File: src/rtl/core/lbp_pkg.sv
package lbp_pkg;

    localparam int LINE_MAX  = 1024;
    localparam int LINES_MAX = 4096;

    localparam int PIX_W = 8;
    localparam int COL_W = $clog2(LINE_MAX);
    localparam int ROW_W = $clog2(LINES_MAX);
    localparam int LEN_W = $clog2(LINE_MAX + 1);
    localparam int CNT_W = $clog2(LINES_MAX + 1);

    // Raw widths of the configuration registers as software writes them.
    localparam int MODE_RAW_W = 2;
    localparam int LEN_RAW_W  = 11;
    localparam int CNT_RAW_W  = 13;
    localparam int CFG_DATA_W = 13;
    localparam int CFG_IDX_W  = 2;

    localparam int OUT_DEPTH = 3;
    localparam int OUT_PTR_W = $clog2(OUT_DEPTH);
    localparam int OUT_CNT_W = $clog2(OUT_DEPTH + 1);

    typedef enum logic [CFG_IDX_W-1:0] {
        CFG_OUTPUT_MODE = 2'd0,
        CFG_LINE_LENGTH = 2'd1,
        CFG_LINE_COUNT  = 2'd2
    } cfg_index_t;

    typedef enum logic [MODE_RAW_W-1:0] {
        MODE_RAW     = 2'd0,
        MODE_ROT_MIN = 2'd1,
        MODE_UNIFORM = 2'd2
    } mode_t;

    // Position flags that travel with a pixel into the window stage.
    typedef struct packed {
        logic [COL_W-1:0] col;
        logic             emit;
        logic             last;
    } slot_t;

    // Line store write-back issued by the window stage.
    typedef struct packed {
        logic             en;
        logic [COL_W-1:0] addr;
        logic [PIX_W-1:0] older;
        logic [PIX_W-1:0] newer;
    } wr_t;

    typedef struct packed {
        logic [PIX_W-1:0] code;
        logic             last;
    } result_t;

    typedef logic [PIX_W-1:0] label_table_t [256];

    // Uniform labels: codes with at most two circular transitions are
    // numbered from one in ascending code order, all others map to zero.
    function automatic label_table_t build_uniform_table();
        label_table_t tbl;
        int           next;
        logic [7:0]   c;
        next = 1;
        for (int i = 0; i < 256; i++) begin
            c = i[7:0];
            if ($countones(c ^ {c[0], c[7:1]}) < 3) begin
                tbl[i] = next[PIX_W-1:0];
                next   = next + 1;
            end
            else begin
                tbl[i] = '0;
            end
        end
        return tbl;
    endfunction

    localparam label_table_t UNIFORM_LABEL = build_uniform_table();

    // Smallest of the eight bit rotations of a code.
    function automatic logic [7:0] rotation_min(input logic [7:0] c);
        logic [7:0] best;
        logic [7:0] rot;
        best = c;
        for (int i = 1; i < 8; i++) begin
            rot = (c << i) | (c >> (8 - i));
            if (rot < best) begin
                best = rot;
            end
        end
        return best;
    endfunction

endpackage

File: src/rtl/core/lbp_out_fifo.sv
module lbp_out_fifo
    import lbp_pkg::*;
(
    input  logic                 clk,
    input  logic                 rst_n,
    input  logic                 push,
    input  result_t              push_data,
    input  logic                 pop,
    output logic                 valid,
    output result_t              head,
    output logic [OUT_CNT_W-1:0] count
);

    result_t               slot_reg [OUT_DEPTH];
    logic [OUT_PTR_W-1:0]  wr_ptr_reg;
    logic [OUT_PTR_W-1:0]  rd_ptr_reg;
    logic [OUT_CNT_W-1:0]  count_reg;
    logic                  do_pop;

    assign valid  = count_reg != '0;
    assign do_pop = pop && valid;
    assign head   = slot_reg[rd_ptr_reg];
    assign count  = count_reg;

    always_ff @(posedge clk)
    begin
        if (push)
        begin
            slot_reg[wr_ptr_reg] <= push_data;
        end
    end

    always_ff @(posedge clk or negedge rst_n)
    begin
        if (!rst_n)
        begin
            wr_ptr_reg <= '0;
            rd_ptr_reg <= '0;
            count_reg  <= '0;
        end
        else
        begin
            if (push)
            begin
                wr_ptr_reg <= (wr_ptr_reg == OUT_PTR_W'(OUT_DEPTH - 1)) ? '0
                                                                        : wr_ptr_reg + 1'b1;
            end
            if (do_pop)
            begin
                rd_ptr_reg <= (rd_ptr_reg == OUT_PTR_W'(OUT_DEPTH - 1)) ? '0
                                                                        : rd_ptr_reg + 1'b1;
            end
            if (push && !do_pop)
            begin
                count_reg <= count_reg + 1'b1;
            end
            else if (do_pop && !push)
            begin
                count_reg <= count_reg - 1'b1;
            end
        end
    end

endmodule

File: config.mk
export PLATFORM = sky130hd
export DESIGN_NAME = lbp_out_fifo
export DESIGN_NICKNAME = d
export VERILOG_FILES = /design/src/rtl/core/lbp_pkg.sv /design/src/rtl/core/lbp_out_fifo.sv
export SDC_FILE = /design/constraint.sdc
export NUM_CORES = 1
export LEC_CHECK = 0
export BUFFER_PORTS_ARGS = -buffer_cell sky130_fd_sc_hd__buf_2
export CORE_ASPECT_RATIO = 0.75
export CORE_MARGIN = 1
export CORE_UTILIZATION = 47
export CTS_CLUSTER_DIAMETER = 120
export CTS_CLUSTER_SIZE = 20
export DETAILED_ROUTE_END_ITERATION = 10
export PLACE_DENSITY = 0.8
export SYNTH_ARGS = -nofsm -noshare
export SYNTH_HDL_FRONTEND = slang
export SYNTH_SLANG_ARGS = --single-unit
File: constraint.sdc
create_clock -name clk -period 1.62 [get_ports clk]
set_input_delay 0.081 -clock clk [delete_from_list [all_inputs] [get_ports clk]]
set_output_delay 0.081 -clock clk [all_outputs]
set_load 0.03 [all_outputs]
==> impl_metrics.csv <==
group,metric,value,unit
status,status,"completed",
sta,slew_viol_final,0,
grt,track_usage,16.0,%
logic_synthesis,yosys-top-cells-area,"edfxtp_1 63%, dfrtp_1 12%, mux2i_1 7.0%",
logic_synthesis,yosys_register_bits,33,
logic_synthesis,syn_inst,82,
floorplan,core_area,0.00244,mm2
logic_synthesis,ys_seq_area_share,75.0,%
sta,finalCritPeriodShare,88.5,%
cells_and_area,area.sequential,962,um2
grt,grt_antenna_before_repair,0,
setup_path,r2r_end,"count[1]$_DFFE_PN0P_",
clock_tree,clk_pin_slew_worst_paths,80,ps
place,gp_congestion,0.693,
cells_and_area,multi_input_area,295,um2
sta,rsz0062_at_grt,"false",
cells_and_area,n_antenna_cell,0,
grt,overflow,0,
clock_tree,h-tree-depth,2,
setup_path,cp_slowest_cell,"dfrtp_1",
logic_synthesis,synth_cell_types,19,
grt,grt_max_degree,22,
logic_synthesis,synth.most_common_cell,"edfxtp_1",
floorplan,num_rows,15,
cells_and_area,nets,141,
cells_and_area,area_growth_syn_to_layout,26.9,%
logic_synthesis,synthArstFlopShare,18.2,%
cells_and_area,fin_util,66.6,%
detailed_routing,ant_nets,0,
clock_tree,cts_buffers,5,
clock_tree,clk_latency,320,ps
sta,setup_tns,0,ps
setup_path,worst-path-buf-inv,2,
cells_and_area,largest_reg_flops,27,
cells_and_area,drive_gt1_share,30.5,%
setup_path,start_kind,"flip-flop",
detailed_routing,vias,773,
sta,max_freq,697,MHz
place,dpl.hpwl,1360,um
sta,finalHoldViolCount,0,
floorplan,die_w,62.3,um
logic_synthesis,synthFlopType,"edfxtp_1",
hold_path,hp-start,"pop",
logic_synthesis,synth.cell_area,0.00128,mm2
detailed_routing,drt_pass1_iterations,4,
logic_synthesis,yosys.area.top_type,"edfxtp_1",
power_and_ir_drop,ir_worst_vdd,886,uV
detailed_routing,route.detailed.drc,0,
setup_path,worst_r2r_path_depth,5,
power_and_ir_drop,power.density,1740,mW/mm2
detailed_routing,wl_per_cell,12.3,um
floorplan,ios,25,
flow_run,cap_violations,0,
clock_tree,tritoncts,"built",
sta,fin_skew,1.70,ps
setup_path,r2r-start,"count[0]$_DFFE_PN0P_",
logic_synthesis,avgSynthCellArea,15.6,um2
setup_path,path_delay_family,"flip-flops",
sta,tightest_slew,347,ps
sta,slew-limit-headroom,76.9,%
clock_tree,clk_path_buf_depth,2,
setup_path,required,1540,ps
sta,setup_viol,0,
detailed_routing,finalWirelength,2000,um
detailed_routing,drt_iter0_drc,10,
logic_synthesis,synth_common_cells,"27 x edfxtp_1, 11 x nand2_1, 10 x o21ai_1, 9 x mux2i_1, 6 x dfrtp_1",
logic_synthesis,ys_warn_count,0,
logic_synthesis,synth_edf_count,27,
logic_synthesis,syn-num-nets,96,
cells_and_area,fillerInstances,205,
setup_path,endpoint_kind,"output port",
hold_path,min_path_cells,3,
clock_tree,cts_root_buffer,"clkbuf_4",
place,place_area,0.00148,mm2
setup_path,r2r_setup_slack,270,ps
cells_and_area,design_area,0.00163,mm2
clock_tree,cts.sinks,33,
floorplan,die_h,47.2,um
grt,grt_pass1_vias,754,
place,portBuffers,24,
hold_path,min_path_type,"in2reg",
hold_path,worstHoldEndpoint,"rd_ptr_reg[1]$_DFFE_PN0P_",
logic_synthesis,synth_top_area_share,63.3,%
floorplan,start_util,52.5,%
setup_path,arrival,1350,ps
setup_path,critPathKind,"reg2out",
floorplan,die_area,0.00294,mm2
power_and_ir_drop,p_leak,0.661,nW
sta,period_needed,1430,ps
setup_path,path_cells,"buf_4, mux2i_1, o21ai_1, buf_2",
setup_path,slowest_delay,390,ps
detailed_routing,vias_per_cell,4.77,
setup_path,crit_fanout,5,
grt,grt_pass1_wl,3180,um
-- power breakdown --
group	switching [W]	leakage [nW]	internal, W
logic	0.000722	0.313	0.000428
clock network	0.000235	0.0265	0.000173
registers	0.000157	0.322	0.00111
-- metrics by stage --
step / setup slack (ps) / instances / total power, W / hold slack (ps)
after detailed placement: 290 / 144 / 0.00243 / -85.6
final: 186 / 162 / 0.00283 / 53.4
after CTS: 151 / 162 / 0.00288 / 31.8
after global routing: 112 / 162 / 0.00300 / 64.6
after global placement: 349 / 144 / 0.00241 / -90.8
after floorplan: 65.9 / 82 / 0.00209 / -215
-- tightest hold or removal path, stage by stage --
cell	delay, ps
buf_2	100
o21ai_2	90
o21ai_1	80
-- metal layers --
metal	up-vias	GRT usage, %	share of wire, %
li1	390	-	-
met1	362	18.0	43
met2	17	28.4	51
met3	4	5.10	4.1
met4	0	9.77	1.9
met5	-	0	0
-- cells in the final DEF (no fill, tap or decap) --
| master | count |
|---|---|
| nor3b_1 | 1 |
| clkbuf_4 | 5 |
| edfxtp_1 | 27 |
| nor3_2 | 1 |
| dfrtp_2 | 1 |
| buf_2 | 24 |
| buf_4 | 7 |
| or2b_1 | 1 |
| o21ai_1 | 10 |
| clkbuf_1 | 3 |
| nor3_1 | 1 |
| dfrtp_1 | 5 |
| inv_1 | 1 |
| o21ai_2 | 1 |
| mux2i_1 | 9 |
| nand2_1 | 11 |
| xnor2_1 | 1 |
| xor2_1 | 2 |
| nor2_1 | 2 |
| or2_1 | 1 |
| ha_1 | 1 |
| a21o_1 | 3 |
| dlygate4sd3_1 | 10 |
-- kinds of logic (layout without fill, tap and decap cells) --
family	after synthesis	after routing	synth area share, %
AO/OA/AOI/OAI	14	14	6.35
XOR/XNOR	3	3	2.05
adder cells (fa/ha/maj)	1	1	0.976
buffers and inverters	4	50	1.95
flip-flops	33	33	75.0
multiplexers	9	9	7.03
AND/OR/NAND/NOR	18	18	6.64
-- timing repair --
action	CTS	global route
gates resized for setup	1	0
endpoints found under the hold margin	33	0
buffers inserted	0	0
endpoints found under the setup margin	3	0
hold buffers	10	0
-- area by class of cell --
| cell class | count | area share [%] |
|---|---|---|
| multi-input combinational | 45 | 18.2 |
| clock buffer | 8 | 3.00 |
| sequential | 33 | 59.2 |
| inverter | 1 | 0.231 |
| tap | 34 | 2.62 |
| timing repair buffer | 41 | 16.8 |
-- worst max-delay path by stage --
stage	slack, ps	startpoint	depth (start not counted)	endpoint
CTS	150	rd_ptr_reg[0]$_DFFE_PN0P_	4	head[0]
global placement	350	count[1]$_DFFE_PN0P_	5	count[1]$_DFFE_PN0P_
floorplan	70	wr_ptr_reg[0]$_DFFE_PN0P_	1	slot_reg[2][0]$_DFFE_PP_
finish	190	rd_ptr_reg[0]$_DFFE_PN0P_	4	head[0]
detailed placement	290	count[0]$_DFFE_PN0P_	5	count[1]$_DFFE_PN0P_
global route	110	rd_ptr_reg[1]$_DFFE_PN0P_	3	head[0]
Power figures use the tool's default switching activity.
