**config.mk**
```make
export PLATFORM = sky130hd
export DESIGN_NAME = lbp_window
export DESIGN_NICKNAME = d
export VERILOG_FILES = /design/src/rtl/core/lbp_pkg.sv /design/src/rtl/core/lbp_window.sv
export SDC_FILE = /design/constraint.sdc
export NUM_CORES = 1
export LEC_CHECK = 0
export BUFFER_PORTS_ARGS = -buffer_cell sky130_fd_sc_hd__buf_2
export CORE_ASPECT_RATIO = 0.6
export CORE_MARGIN = 5
export CORE_UTILIZATION = 33
export DETAILED_ROUTE_END_ITERATION = 8
export GPL_TIMING_DRIVEN = 0
export PLACE_DENSITY = 0.6
export SLEW_MARGIN = 20
export SYNTH_ARGS = -nofsm -noshare
export SYNTH_HDL_FRONTEND = slang
export SYNTH_SLANG_ARGS = --single-unit
export TNS_END_PERCENT = 100
```
**constraint.sdc**
```tcl
create_clock -name clk -period 26.7 [get_ports clk]
set_clock_uncertainty 0.2 [all_clocks]
set_input_delay 2.67 -clock clk [delete_from_list [all_inputs] [get_ports clk]]
set_output_delay 2.67 -clock clk [all_outputs]
set_load 0.005 [all_outputs]
```
**src/rtl/core/lbp_pkg.sv**
```systemverilog
package lbp_pkg;

    localparam int LINE_MAX  = 1024;
    localparam int LINES_MAX = 4096;

    localparam int PIX_W = 8;
    localparam int COL_W = $clog2(LINE_MAX);
    localparam int ROW_W = $clog2(LINES_MAX);
    localparam int LEN_W = $clog2(LINE_MAX + 1);
    localparam int CNT_W = $clog2(LINES_MAX + 1);

    // Raw widths of the configuration registers as software writes them.
    localparam int MODE_RAW_W = 2;
    localparam int LEN_RAW_W  = 11;
    localparam int CNT_RAW_W  = 13;
    localparam int CFG_DATA_W = 13;
    localparam int CFG_IDX_W  = 2;

    localparam int OUT_DEPTH = 3;
    localparam int OUT_PTR_W = $clog2(OUT_DEPTH);
    localparam int OUT_CNT_W = $clog2(OUT_DEPTH + 1);

    typedef enum logic [CFG_IDX_W-1:0] {
        CFG_OUTPUT_MODE = 2'd0,
        CFG_LINE_LENGTH = 2'd1,
        CFG_LINE_COUNT  = 2'd2
    } cfg_index_t;

    typedef enum logic [MODE_RAW_W-1:0] {
        MODE_RAW     = 2'd0,
        MODE_ROT_MIN = 2'd1,
        MODE_UNIFORM = 2'd2
    } mode_t;

    // Position flags that travel with a pixel into the window stage.
    typedef struct packed {
        logic [COL_W-1:0] col;
        logic             emit;
        logic             last;
    } slot_t;

    // Line store write-back issued by the window stage.
    typedef struct packed {
        logic             en;
        logic [COL_W-1:0] addr;
        logic [PIX_W-1:0] older;
        logic [PIX_W-1:0] newer;
    } wr_t;

    typedef struct packed {
        logic [PIX_W-1:0] code;
        logic             last;
    } result_t;

    typedef logic [PIX_W-1:0] label_table_t [256];

    // Uniform labels: codes with at most two circular transitions are
    // numbered from one in ascending code order, all others map to zero.
    function automatic label_table_t build_uniform_table();
        label_table_t tbl;
        int           next;
        logic [7:0]   c;
        next = 1;
        for (int i = 0; i < 256; i++) begin
            c = i[7:0];
            if ($countones(c ^ {c[0], c[7:1]}) < 3) begin
                tbl[i] = next[PIX_W-1:0];
                next   = next + 1;
            end
            else begin
                tbl[i] = '0;
            end
        end
        return tbl;
    endfunction

    localparam label_table_t UNIFORM_LABEL = build_uniform_table();

    // Smallest of the eight bit rotations of a code.
    function automatic logic [7:0] rotation_min(input logic [7:0] c);
        logic [7:0] best;
        logic [7:0] rot;
        best = c;
        for (int i = 1; i < 8; i++) begin
            rot = (c << i) | (c >> (8 - i));
            if (rot < best) begin
                best = rot;
            end
        end
        return best;
    endfunction

endpackage

```
**src/rtl/core/lbp_window.sv**
```systemverilog
module lbp_window
    import lbp_pkg::*;
(
    input  logic                  clk,
    input  logic                  rst_n,
    input  logic                  accept,
    input  logic [PIX_W-1:0]      pixel,
    input  slot_t                 slot,
    input  logic [MODE_RAW_W-1:0] mode,
    input  logic [PIX_W-1:0]      top_data,
    input  logic [PIX_W-1:0]      mid_data,
    output logic                  busy,
    output wr_t                   wr,
    output logic                  push,
    output result_t               result
);

    logic             s1_valid_reg;
    logic [PIX_W-1:0] s1_pixel_reg;
    slot_t            s1_slot_reg;
    logic [PIX_W-1:0] win_reg [6];

    logic [PIX_W-1:0] center;
    logic [7:0]       raw_code;
    logic [7:0]       mapped_code;

    always_ff @(posedge clk or negedge rst_n)
    begin
        if (!rst_n)
        begin
            s1_valid_reg <= 1'b0;
        end
        else
        begin
            s1_valid_reg <= accept;
        end
    end

    always_ff @(posedge clk)
    begin
        if (accept)
        begin
            s1_pixel_reg <= pixel;
            s1_slot_reg  <= slot;
        end
    end

    // Columns x-2 and x-1 of the three window rows.
    always_ff @(posedge clk or negedge rst_n)
    begin
        if (!rst_n)
        begin
            for (int i = 0; i < 6; i++)
            begin
                win_reg[i] <= '0;
            end
        end
        else if (s1_valid_reg)
        begin
            win_reg[0] <= win_reg[1];
            win_reg[1] <= top_data;
            win_reg[2] <= win_reg[3];
            win_reg[3] <= mid_data;
            win_reg[4] <= win_reg[5];
            win_reg[5] <= s1_pixel_reg;
        end
    end

    always_comb
    begin
        center      = win_reg[3];
        raw_code[7] = win_reg[0] > center;
        raw_code[6] = win_reg[1] > center;
        raw_code[5] = top_data > center;
        raw_code[4] = mid_data > center;
        raw_code[3] = s1_pixel_reg > center;
        raw_code[2] = win_reg[5] > center;
        raw_code[1] = win_reg[4] > center;
        raw_code[0] = win_reg[2] > center;
        case (mode)
            MODE_ROT_MIN: mapped_code = rotation_min(raw_code);
            MODE_UNIFORM: mapped_code = UNIFORM_LABEL[raw_code];
            default:      mapped_code = raw_code;
        endcase
    end

    assign busy        = s1_valid_reg;
    assign wr.en       = s1_valid_reg;
    assign wr.addr     = s1_slot_reg.col;
    assign wr.older    = mid_data;
    assign wr.newer    = s1_pixel_reg;
    assign push        = s1_valid_reg && s1_slot_reg.emit;
    assign result.code = mapped_code;
    assign result.last = s1_slot_reg.last;

endmodule

```
==> metrics.yaml, run 1 <==
synth_edf_count: 20
antenna_found_initial: 0
ctsHoldBuffers: 0
hold_start: "win_reg[32]"
r2r_slack_ns: 24.66
postLayoutCellArea_mm2: 0.00788
min_period_over_period_pct: 88.6
gr-total-overflow: 0
globalplace.congestion: 0.917
ir_worst_vdd_uv: 77.0
setup-violations-final: 0
cts.sink_count: 69
wl_met1_um: 11100
slew_headroom_pct: 25.8
yosysTopAreaCell: "ha_1"
wl_met3_um: 1470
cts_tree: "done"
htreeDepth: 3
place_ws_ns: 3.51
cpMostUsedCell: "a21oi_1"
finalCriticalPeriod_ns: 23.66
placed_cell_area_mm2: 0.00762
drtIter0Drc: 564
worstPathArrival_ns: 20.79
dr_wl_met2_um: 8020
final_common_cell: "ha_1"
drt-pass1-iter-count: 6
dp_hpwl_um: 16000
top_layer: "met4"
cts_buffers: 9
final.setup.tns_ns: 0
final_cell_mix: "ha_1, a21oi_1, buf_2"
cp_slowest_cell: "clkbuf_1"
worstSetupPathType: "in -> out"
post-route-drc-count: 0
hold_viol_final: 0
max-clock-path-buffers: 2
fmax_mhz: 42.3
cts_resized: 0
start_util_pct: 34.0
grt_max_degree: 50
num-nets-final: 1027
grt_pass1_vias: 5996
critPathLaunch: "mid_data[1]"
die_y_um: 122
yosys-top-cells-area: "ha_1, dfrtp_1, edfxtp_1, mux2_2, a21oi_1"
clk_latency_ns: 0.33
fp.dieW_um: 196
die_area_mm2: 0.0239
wire_per_inst_um: 18.0
rsz0062_at_grt: "false"
synth.ff_latch_count: 69
layout-drive-gt1-share_pct: 19.5
cts.reportedPaths.clkPinSlew_ns: 0.05
grt_pass1_wl_um: 33100
syn_inst: 780
area_growth_pct: 14.5
start_kind: "primary input"
ys.flop_type: "dfrtp_1"
fin_ws_ns: 3.04
static-leakage-power_nw: 3.55
yosysWarnings: 0
end_kind: "primary output"
syn-num-nets: 938
yosysSeqAreaShare_pct: 26.5
power.density_mw_per_mm2: 142
ios: 79
core-area_mm2: 0.0203
viasPerCell: 5.50
ff2ff_path_depth: 3
rows: 40
max_stage_delay_ns: 0.80
ant_nets: 0
holdCritPathClass: "reg -> reg"
antennaDiodeCount: 0
avgSynthCellArea_um2: 8.83
vias: 6309
rr_endpoint: "win_reg[15]"
worstPathRequired_ns: 23.83
port_buffers: 78
synth_area_mm2: 0.00689
cp_max_fo: 14
ys_types: 71
synthArstFlopShare_pct: 71.0
drv_slew: 0
timing.rr.start: "busy"
status: "completed"
max_cap_violations: 0
wirelength_um: 20700
fillers: 2076
cts_setup_buffers: 0
crit_end: "result[8]"
largest_reg_flops: 40
yosysTopAreaCellShare_pct: 21.3
track_usage_pct: 17.3
tightest_slew_ns: 1.11
cts-root-buf: "clkbuf_16"
## worst max-delay path: cells and delay by family
family	cells	cell delay [ns]
buf+inv	9	3.33
simple gates	23	3.34
mux	3	0.99
compound gates	39	7.97
fa+ha+maj	8	2.45
## layer usage
metal / vias to the layer above / track usage (%)
li1: 3078 / -
met1: 2992 / 27.3
met3: 10 / 4.09
met2: 229 / 23.9
met4: 0 / 2.75
met5: - / 0
## where the power goes
| part | leakage [nW] | internal (W) | switching (W) |
|---|---|---|---|
| Sequential | 0.778 | 0.000121 | 0.00000798 |
| Clock | 0.123 | 0.0000622 | 0.0000441 |
| Combinational | 2.65 | 0.000346 | 0.000534 |
| Total | 3.55 | 0.000529 | 0.000587 |
## per-stage QoR
step	instances	hold slack, ns	power, W	util [%]
detailed placement	1131	0.286	0.000988	37.6
global route	1147	0.315	0.00122	38.9
finish	1147	0.293	0.00112	38.9
global placement	1131	0.266	0.000978	37.6
floorplan	780	0.250	0.000784	-
CTS	1147	0.286	0.00110	38.9
## cell type report
type | instances | area [um2] | share of cell area [%]
tap | 273 | 342 | 4.33
multi-input combinational | 626 | 4660 | 59.2
buffer | 56 | 288 | 3.65
clock buffer | 11 | 233 | 2.95
inverter | 29 | 109 | 1.38
timing repair buffer | 78 | 393 | 4.98
sequential | 69 | 1830 | 23.2
clock inverter | 5 | 28.8 | 0.365
## worst min-delay path by stage
| stage | to | cells past startpoint |
|---|---|---|
| after floorplan | win_reg[40] | 2 |
| after global placement | win_reg[40] | 2 |
| after detailed placement | win_reg[40] | 2 |
| after CTS | win_reg[40] | 2 |
| after global routing | win_reg[30] | 1 |
| final | win_reg[40] | 2 |
## synthesized netlist by cell type (all sizes together), types with 5 or more instances
library cell / instances
a211oi: 13
a21o: 21
a21oi: 79
a31oi: 9
and2: 5
and3: 12
buf: 23
clkbuf: 33
dfrtp: 49
edfxtp: 20
ha: 117
inv: 27
mux2: 44
mux2i: 9
nand2: 56
nand2b: 7
nand3: 25
nand4: 8
nor2: 55
nor2b: 13
nor3: 12
o211ai: 13
o21a: 5
o21ai: 64
o22ai: 5
## kinds of logic (layout without fill, tap and decap cells)
kind of cell             after synthesis  in the layout  share of synthesized area [%]
multiplexers                          53             53                           8.56
adder cells (fa/ha/maj)              118            118                           21.4
buffers and inverters                 85            179                           5.74
flip-flops                            69             69                           26.5
AO/OA/AOI/OAI                        252            252                           23.7
AND/OR/NAND/NOR                      203            203                           14.1
Power figures use the tool's default switching activity.
==> inputs of run 2 (changes only) <==
--- a/config.mk
+++ b/config.mk
@@ -12,6 +12,7 @@
 export DETAILED_ROUTE_END_ITERATION = 8
 export GPL_TIMING_DRIVEN = 0
 export PLACE_DENSITY = 0.6
+export RECOVER_POWER = 100
 export SLEW_MARGIN = 20
 export SYNTH_ARGS = -nofsm -noshare
 export SYNTH_HDL_FRONTEND = slang
==> run 2 against run 1 <==
The flow now finishes with violations (max-capacitance violations, max-slew violations). Clock power about the same. Worst setup slack worse by 0.81 ns. Sequential power about the same. Largest power group unchanged.
==> metrics.yaml, run 2 (same netlist as run 1, synthesis figures left out) <==
finalCriticalPeriod_ns: 24.48  # +0.813 ns
max-clock-path-buffers: 2  # unchanged
setup-violations-final: 0  # unchanged
antenna_found_initial: 0  # unchanged
status: "finished with violations"
gr-total-overflow: 0  # unchanged
ctsHoldBuffers: 0  # unchanged
max_cap_violations: 1  # +1
area_growth_pct: 13.8
cts.sink_count: 69  # unchanged
final.setup.tns_ns: 0  # unchanged
grt_use_met1_pct: 27.3  # unchanged
post-route-drc-count: 0  # unchanged
placed_cell_area_mm2: 0.00762  # unchanged
final_cell_mix: "ha_1, a21oi_1, clkbuf_1"
rr_endpoint: "win_reg[31]"
antennaDiodeCount: 0  # unchanged
wire_per_inst_um: 18.2  # +0.72%
r2r_slack_ns: 24.66  # about the same
seqCellArea_mm2: 0.00183  # unchanged
worstPathArrival_ns: 21.61  # +0.82 ns
cpMostUsedCell: "a21oi_1"
ff2ff_path_depth: 3  # unchanged
end_kind: "primary output"
grtUsageMet3_pct: 4.09  # unchanged
critPathLaunch: "top_data[3]"
drv_slew: 50  # +50
holdCritPathClass: "reg -> reg"
placed_cells: 1131  # unchanged
drtIter0Drc: 611  # +8.3%
viasPerCell: 5.48  # -0.33%
top_usage_layer: "met1"
worstPathRequired_ns: 23.83  # about the same
ios: 79  # unchanged
drt-pass1-iter-count: 5  # -1
core-area_mm2: 0.0203  # unchanged
clk_latency_ns: 0.33  # about the same
fillers: 2094  # +0.87%
rsz0062_at_grt: "false"
worstSetupPathType: "in -> out"
htreeDepth: 3  # unchanged
cts_resized: 0  # unchanged
cp_max_fo: 13  # -1
hold_viol_final: 0  # unchanged
grt_pass1_wl_um: 33100  # unchanged
num-nets-final: 1027  # unchanged
track_usage_pct: 17.3  # unchanged
ant_nets: 0  # unchanged
timing.rr.start: "busy"
dp_hpwl_um: 16000  # unchanged
die_area_mm2: 0.0239  # unchanged
globalplace.congestion: 0.917  # unchanged
fmax_mhz: 40.9  # -3.3%
ir_worst_vdd_uv: 77.1  # +0.11%
power.density_mw_per_mm2: 142  # +0.28%
fin_ws_ns: 2.22  # -0.813 ns
failed_checks: "max-capacitance violations, max-slew violations"
static-leakage-power_nw: 3.48  # -2.0%
fp.dieW_um: 196  # unchanged
instances_no_fill: 1147  # unchanged
cts_tree: "done"
port_buffers: 78  # unchanged
largest_reg_flops: 40  # unchanged
tightest_slew_ns: 2.67  # +1.56 ns
max_stage_delay_ns: 0.77  # -0.03 ns
rows: 40  # unchanged
multi_input_area_mm2: 0.00465  # -0.38%
min_period_over_period_pct: 91.7  # +3.0 points
wirelength_um: 20900  # +0.72%
final_common_cell: "ha_1"
layout-drive-gt1-share_pct: 16.6  # -2.9 points
place_ws_ns: 3.51  # unchanged
vias: 6288  # -0.33%
grt_pass1_vias: 5996  # unchanged
start_util_pct: 34.0  # unchanged
slew_headroom_pct: -77.9  # -100 points
grt_max_degree: 50  # unchanged
start_kind: "primary input"
die_y_um: 122  # unchanged
cts-root-buf: "clkbuf_16"
cp_slowest_cell: "nor4b_1"
cts.reportedPaths.clkPinSlew_ns: 0.05  # about the same
grt.met2_usage_pct: 23.9  # unchanged
cts_setup_buffers: 0  # unchanged
postLayoutCellArea_mm2: 0.00783  # -0.62%
crit_end: "result[8]"
utilization_pct: 38.6  # -0.24 points
cts_buffers: 9  # unchanged
-- run 2: cell types whose count changed in the layout (fill, tap and decap cells not counted), sizes merged --
cell,delta
buf,-43
clkbuf,+43
-- run 2: power breakdown --
group          internal [W]  total [W]  switching (W)
Combinational      0.000343   0.000876       0.000533
Sequential         0.000121   0.000129     0.00000799
Clock             0.0000622   0.000107      0.0000447
Total              0.000526    0.00111       0.000585
-- run 2: area by class of cell --
class,count,share of cell area (%)
multi-input cells,626,59.3
flip-flops and latches,69,23.3
repair buffers,78,4.62
well taps,273,4.36
plain buffers,56,3.67
clock buffers,11,2.97
inverters,29,1.39
clock inverters,5,0.367
-- run 2: per-layer routing --
layer / vias up / routed length (um)
met4: 0 / 110
met1: 2999 / 11200
met2: 199 / 8060
li1: 3080 / -
met3: 10 / 1500
met5: - / 0
-- run 2: metrics by stage --
step | power, W | hold WS (ns)
2_1_floorplan | 0.000784 | 0.250
3_3_place_gp | 0.000978 | 0.266
3_5_place_dp | 0.000988 | 0.286
4_1_cts | 0.00110 | 0.286
5_1_grt | 0.00122 | 0.315
6_report | 0.00111 | 0.294
-- run 2: worst min-delay path by stage --
stage / start / slack [ns] / cells after the start / to
final: win_reg[32] / 0.29 / 2 / win_reg[40]
after global routing: center[6] / 0.31 / 1 / win_reg[30]
after CTS: win_reg[32] / 0.29 / 2 / win_reg[40]
after detailed placement: win_reg[32] / 0.29 / 2 / win_reg[40]
after global placement: win_reg[32] / 0.27 / 2 / win_reg[40]
after floorplan: win_reg[32] / 0.25 / 2 / win_reg[40]
-- run 2: critical path, delay by kind of cell --
kind / cells / cell delay, ns
compound gates: 38 / 8.57
simple gates: 22 / 3.58
buf+inv: 10 / 3.22
fa+ha+maj: 8 / 2.54
mux: 3 / 0.97
==> inputs of run 3 (changes only) <==
==> constraint.sdc (replaced) <==
create_clock -name clk -period 27.2 [get_ports clk]
set_clock_uncertainty 0.2 [all_clocks]
set_input_delay 2.72 -clock clk [delete_from_list [all_inputs] [get_ports clk]]
set_output_delay 2.72 -clock clk [all_outputs]
set_load 0.005 [all_outputs]
==> run 3 against run 2 <==
The run still ends with max-capacitance violations, max-slew violations left. Clock power is essentially flat. Worst hold slack worse by 0.0023 ns. Largest power group unchanged. Critical endpoint unchanged. Non-clock buffer count did not move. Critical path depth unchanged. First-iteration DRC count increased by 9.5%. Final cell count unchanged. Routed wire length down 0.12%.
==> metrics.yaml, run 3 (same netlist as run 1, synthesis figures left out) <==
ir_worst_vdd_uv: 75.6  # -2.0%
cts_tree: "done"
drt-pass1-iter-count: 5  # unchanged
instances_no_fill: 1147  # unchanged
clk_latency_ns: 0.33  # about the same
cts_buffers: 9  # unchanged
viasPerCell: 5.51  # +0.45%
ant_nets: 0  # unchanged
final_common_cell: "ha_1"
worstSetupPathType: "in -> out"
port_buffers: 78  # unchanged
fin_ws_ns: 2.54  # +0.315 ns
fmax_mhz: 40.5
die_y_um: 122  # unchanged
die_area_mm2: 0.0239  # unchanged
vias: 6316  # +0.45%
static-leakage-power_nw: 3.48  # about the same
fillers: 2094  # unchanged
globalplace.congestion: 0.917  # unchanged
core-area_mm2: 0.0203  # unchanged
cts.sink_count: 69  # unchanged
status: "finished with violations"
switchingPower_w: 0.000571  # -2.4%
largest_reg_flops: 40  # unchanged
antennaDiodeCount: 0  # unchanged
num-nets-final: 1027  # unchanged
pwr-share-seq_pct: 11.7  # about the same
setup-violations-final: 0  # unchanged
grt_pass1_wl_um: 33100  # unchanged
clock_power_share_pct: 9.7  # about the same
cpMostUsedCell: "a21oi_1"
drv_slew: 50  # unchanged
cts-root-buf: "clkbuf_16"
cp_max_fo: 13  # unchanged
hold_viol_final: 0  # unchanged
worstPathArrival_ns: 21.74  # +0.13 ns
max_cap_violations: 1  # unchanged
placed_cells: 1131  # unchanged
holdCritPathClass: "reg -> reg"
area_growth_pct: 13.6
place_ws_ns: 3.91  # +0.400 ns
drtIter0Drc: 669  # +9.5%
worstPathRequired_ns: 24.28  # +0.45 ns
grt_pass1_vias: 5996  # unchanged
p_int_w: 0.000515  # -2.1%
start_kind: "primary input"
layout-drive-gt1-share_pct: 16.4  # -0.23 points
antenna_found_initial: 0  # unchanged
cp_slowest_cell: "nor4b_1"
end_kind: "primary output"
min_period_over_period_pct: 90.7
max-clock-path-buffers: 2  # unchanged
rsz0062_at_grt: "false"
cts_resized: 0  # unchanged
dp_hpwl_um: 16000  # unchanged
cts_setup_buffers: 0  # unchanged
failed_checks: "max-capacitance violations, max-slew violations"
slew_headroom_pct: -79.6  # -1.7 points
cts.reportedPaths.clkPinSlew_ns: 0.06  # about the same
wirelength_um: 20800  # -0.12%
p_sw_share_pct: 52.6  # -0.089 points
multi_input_area_mm2: 0.00464  # -0.22%
final_cell_mix: "ha_1, a21oi_1, clkbuf_1"
grt_max_degree: 50  # unchanged
final.setup.tns_ns: 0  # unchanged
ios: 79  # unchanged
ctsHoldBuffers: 0  # unchanged
fp.dieW_um: 196  # unchanged
gr-total-overflow: 0  # unchanged
track_usage_pct: 17.3  # unchanged
post-route-drc-count: 0  # unchanged
start_util_pct: 34.0  # unchanged
finalCriticalPeriod_ns: 24.66
p_comb_share_pct: 78.7  # about the same
wire_per_inst_um: 18.2  # -0.12%
tightest_slew_ns: 2.69  # +0.0258 ns
seqCellArea_mm2: 0.00183  # unchanged
rows: 40  # unchanged
holdWs_ns: 0.291  # -0.00233 ns
max_stage_delay_ns: 0.76  # about the same
htreeDepth: 3  # unchanged
power.density_mw_per_mm2: 139  # -2.1%
==> run 3: routing by layer <==
metal / GRT usage, % / share of wire, % / vias up
li1: - / - / 3086
met3: 4.09 / 6.6 / 17
met5: 0 / 0 / -
met4: 2.75 / 0.70 / 0
met2: 23.9 / 39 / 199
met1: 27.3 / 54 / 3014
==> run 3: critical path: cells and delay by family <==
kind / cells / cell delay, ns
adders and majority gates: 8 / 2.54
and+or+nand+nor: 22 / 3.58
AOI/OAI and AO/OA: 38 / 8.64
muxes: 3 / 1.00
buffers and inverters: 10 / 3.21
==> run 3: worst paths after layout <==
| kind | end | cells past startpoint | startpoint | slack [ns] |
|---|---|---|---|---|
| max | result[8] | 81 | top_data[3] | 2.54 |
| min | win_reg[40] | 2 | win_reg[32] | 0.29 |
| max reg2reg | win_reg[15] | 3 | busy | 25.16 |
| min reg2reg | win_reg[40] | 2 | win_reg[32] | 0.29 |
| max in group asynchronous | center[7] | 1 | rst_n | 22.21 |
| min in group asynchronous | win_reg[37] | 1 | rst_n | 3.02 |
==> run 3: power groups by stage <==
stage | combinational [W] | sequential, W | clock, W
6_report | 0.000855 | 0.000127 | 0.000105
3_5_place_dp | 0.000842 | 0.000128 | 0
4_1_cts | 0.000846 | 0.000127 | 0.000108
2_1_floorplan | 0.000644 | 0.000126 | 0
3_3_place_gp | 0.000832 | 0.000128 | 0
5_1_grt | 0.000951 | 0.000128 | 0.000112
==> run 3: cell type report <==
cell class | instances | area share [%]
multi-input cells | 626 | 59.3
inverters | 29 | 1.39
repair buffers | 78 | 4.62
clock buffers | 11 | 2.97
clock inverters | 5 | 0.368
well taps | 273 | 4.37
plain buffers | 56 | 3.68
flip-flops and latches | 69 | 23.3
==> run 3: metrics by stage <==
step                cell area (um2)  utilization [%]  power, W
floorplan                      6890                -  0.000770
detailed placement             7620             37.6  0.000970
CTS                            7880             38.9   0.00108
global placement               7620             37.6  0.000960
finish                         7820             38.6   0.00109
global route                   7820             38.6   0.00119
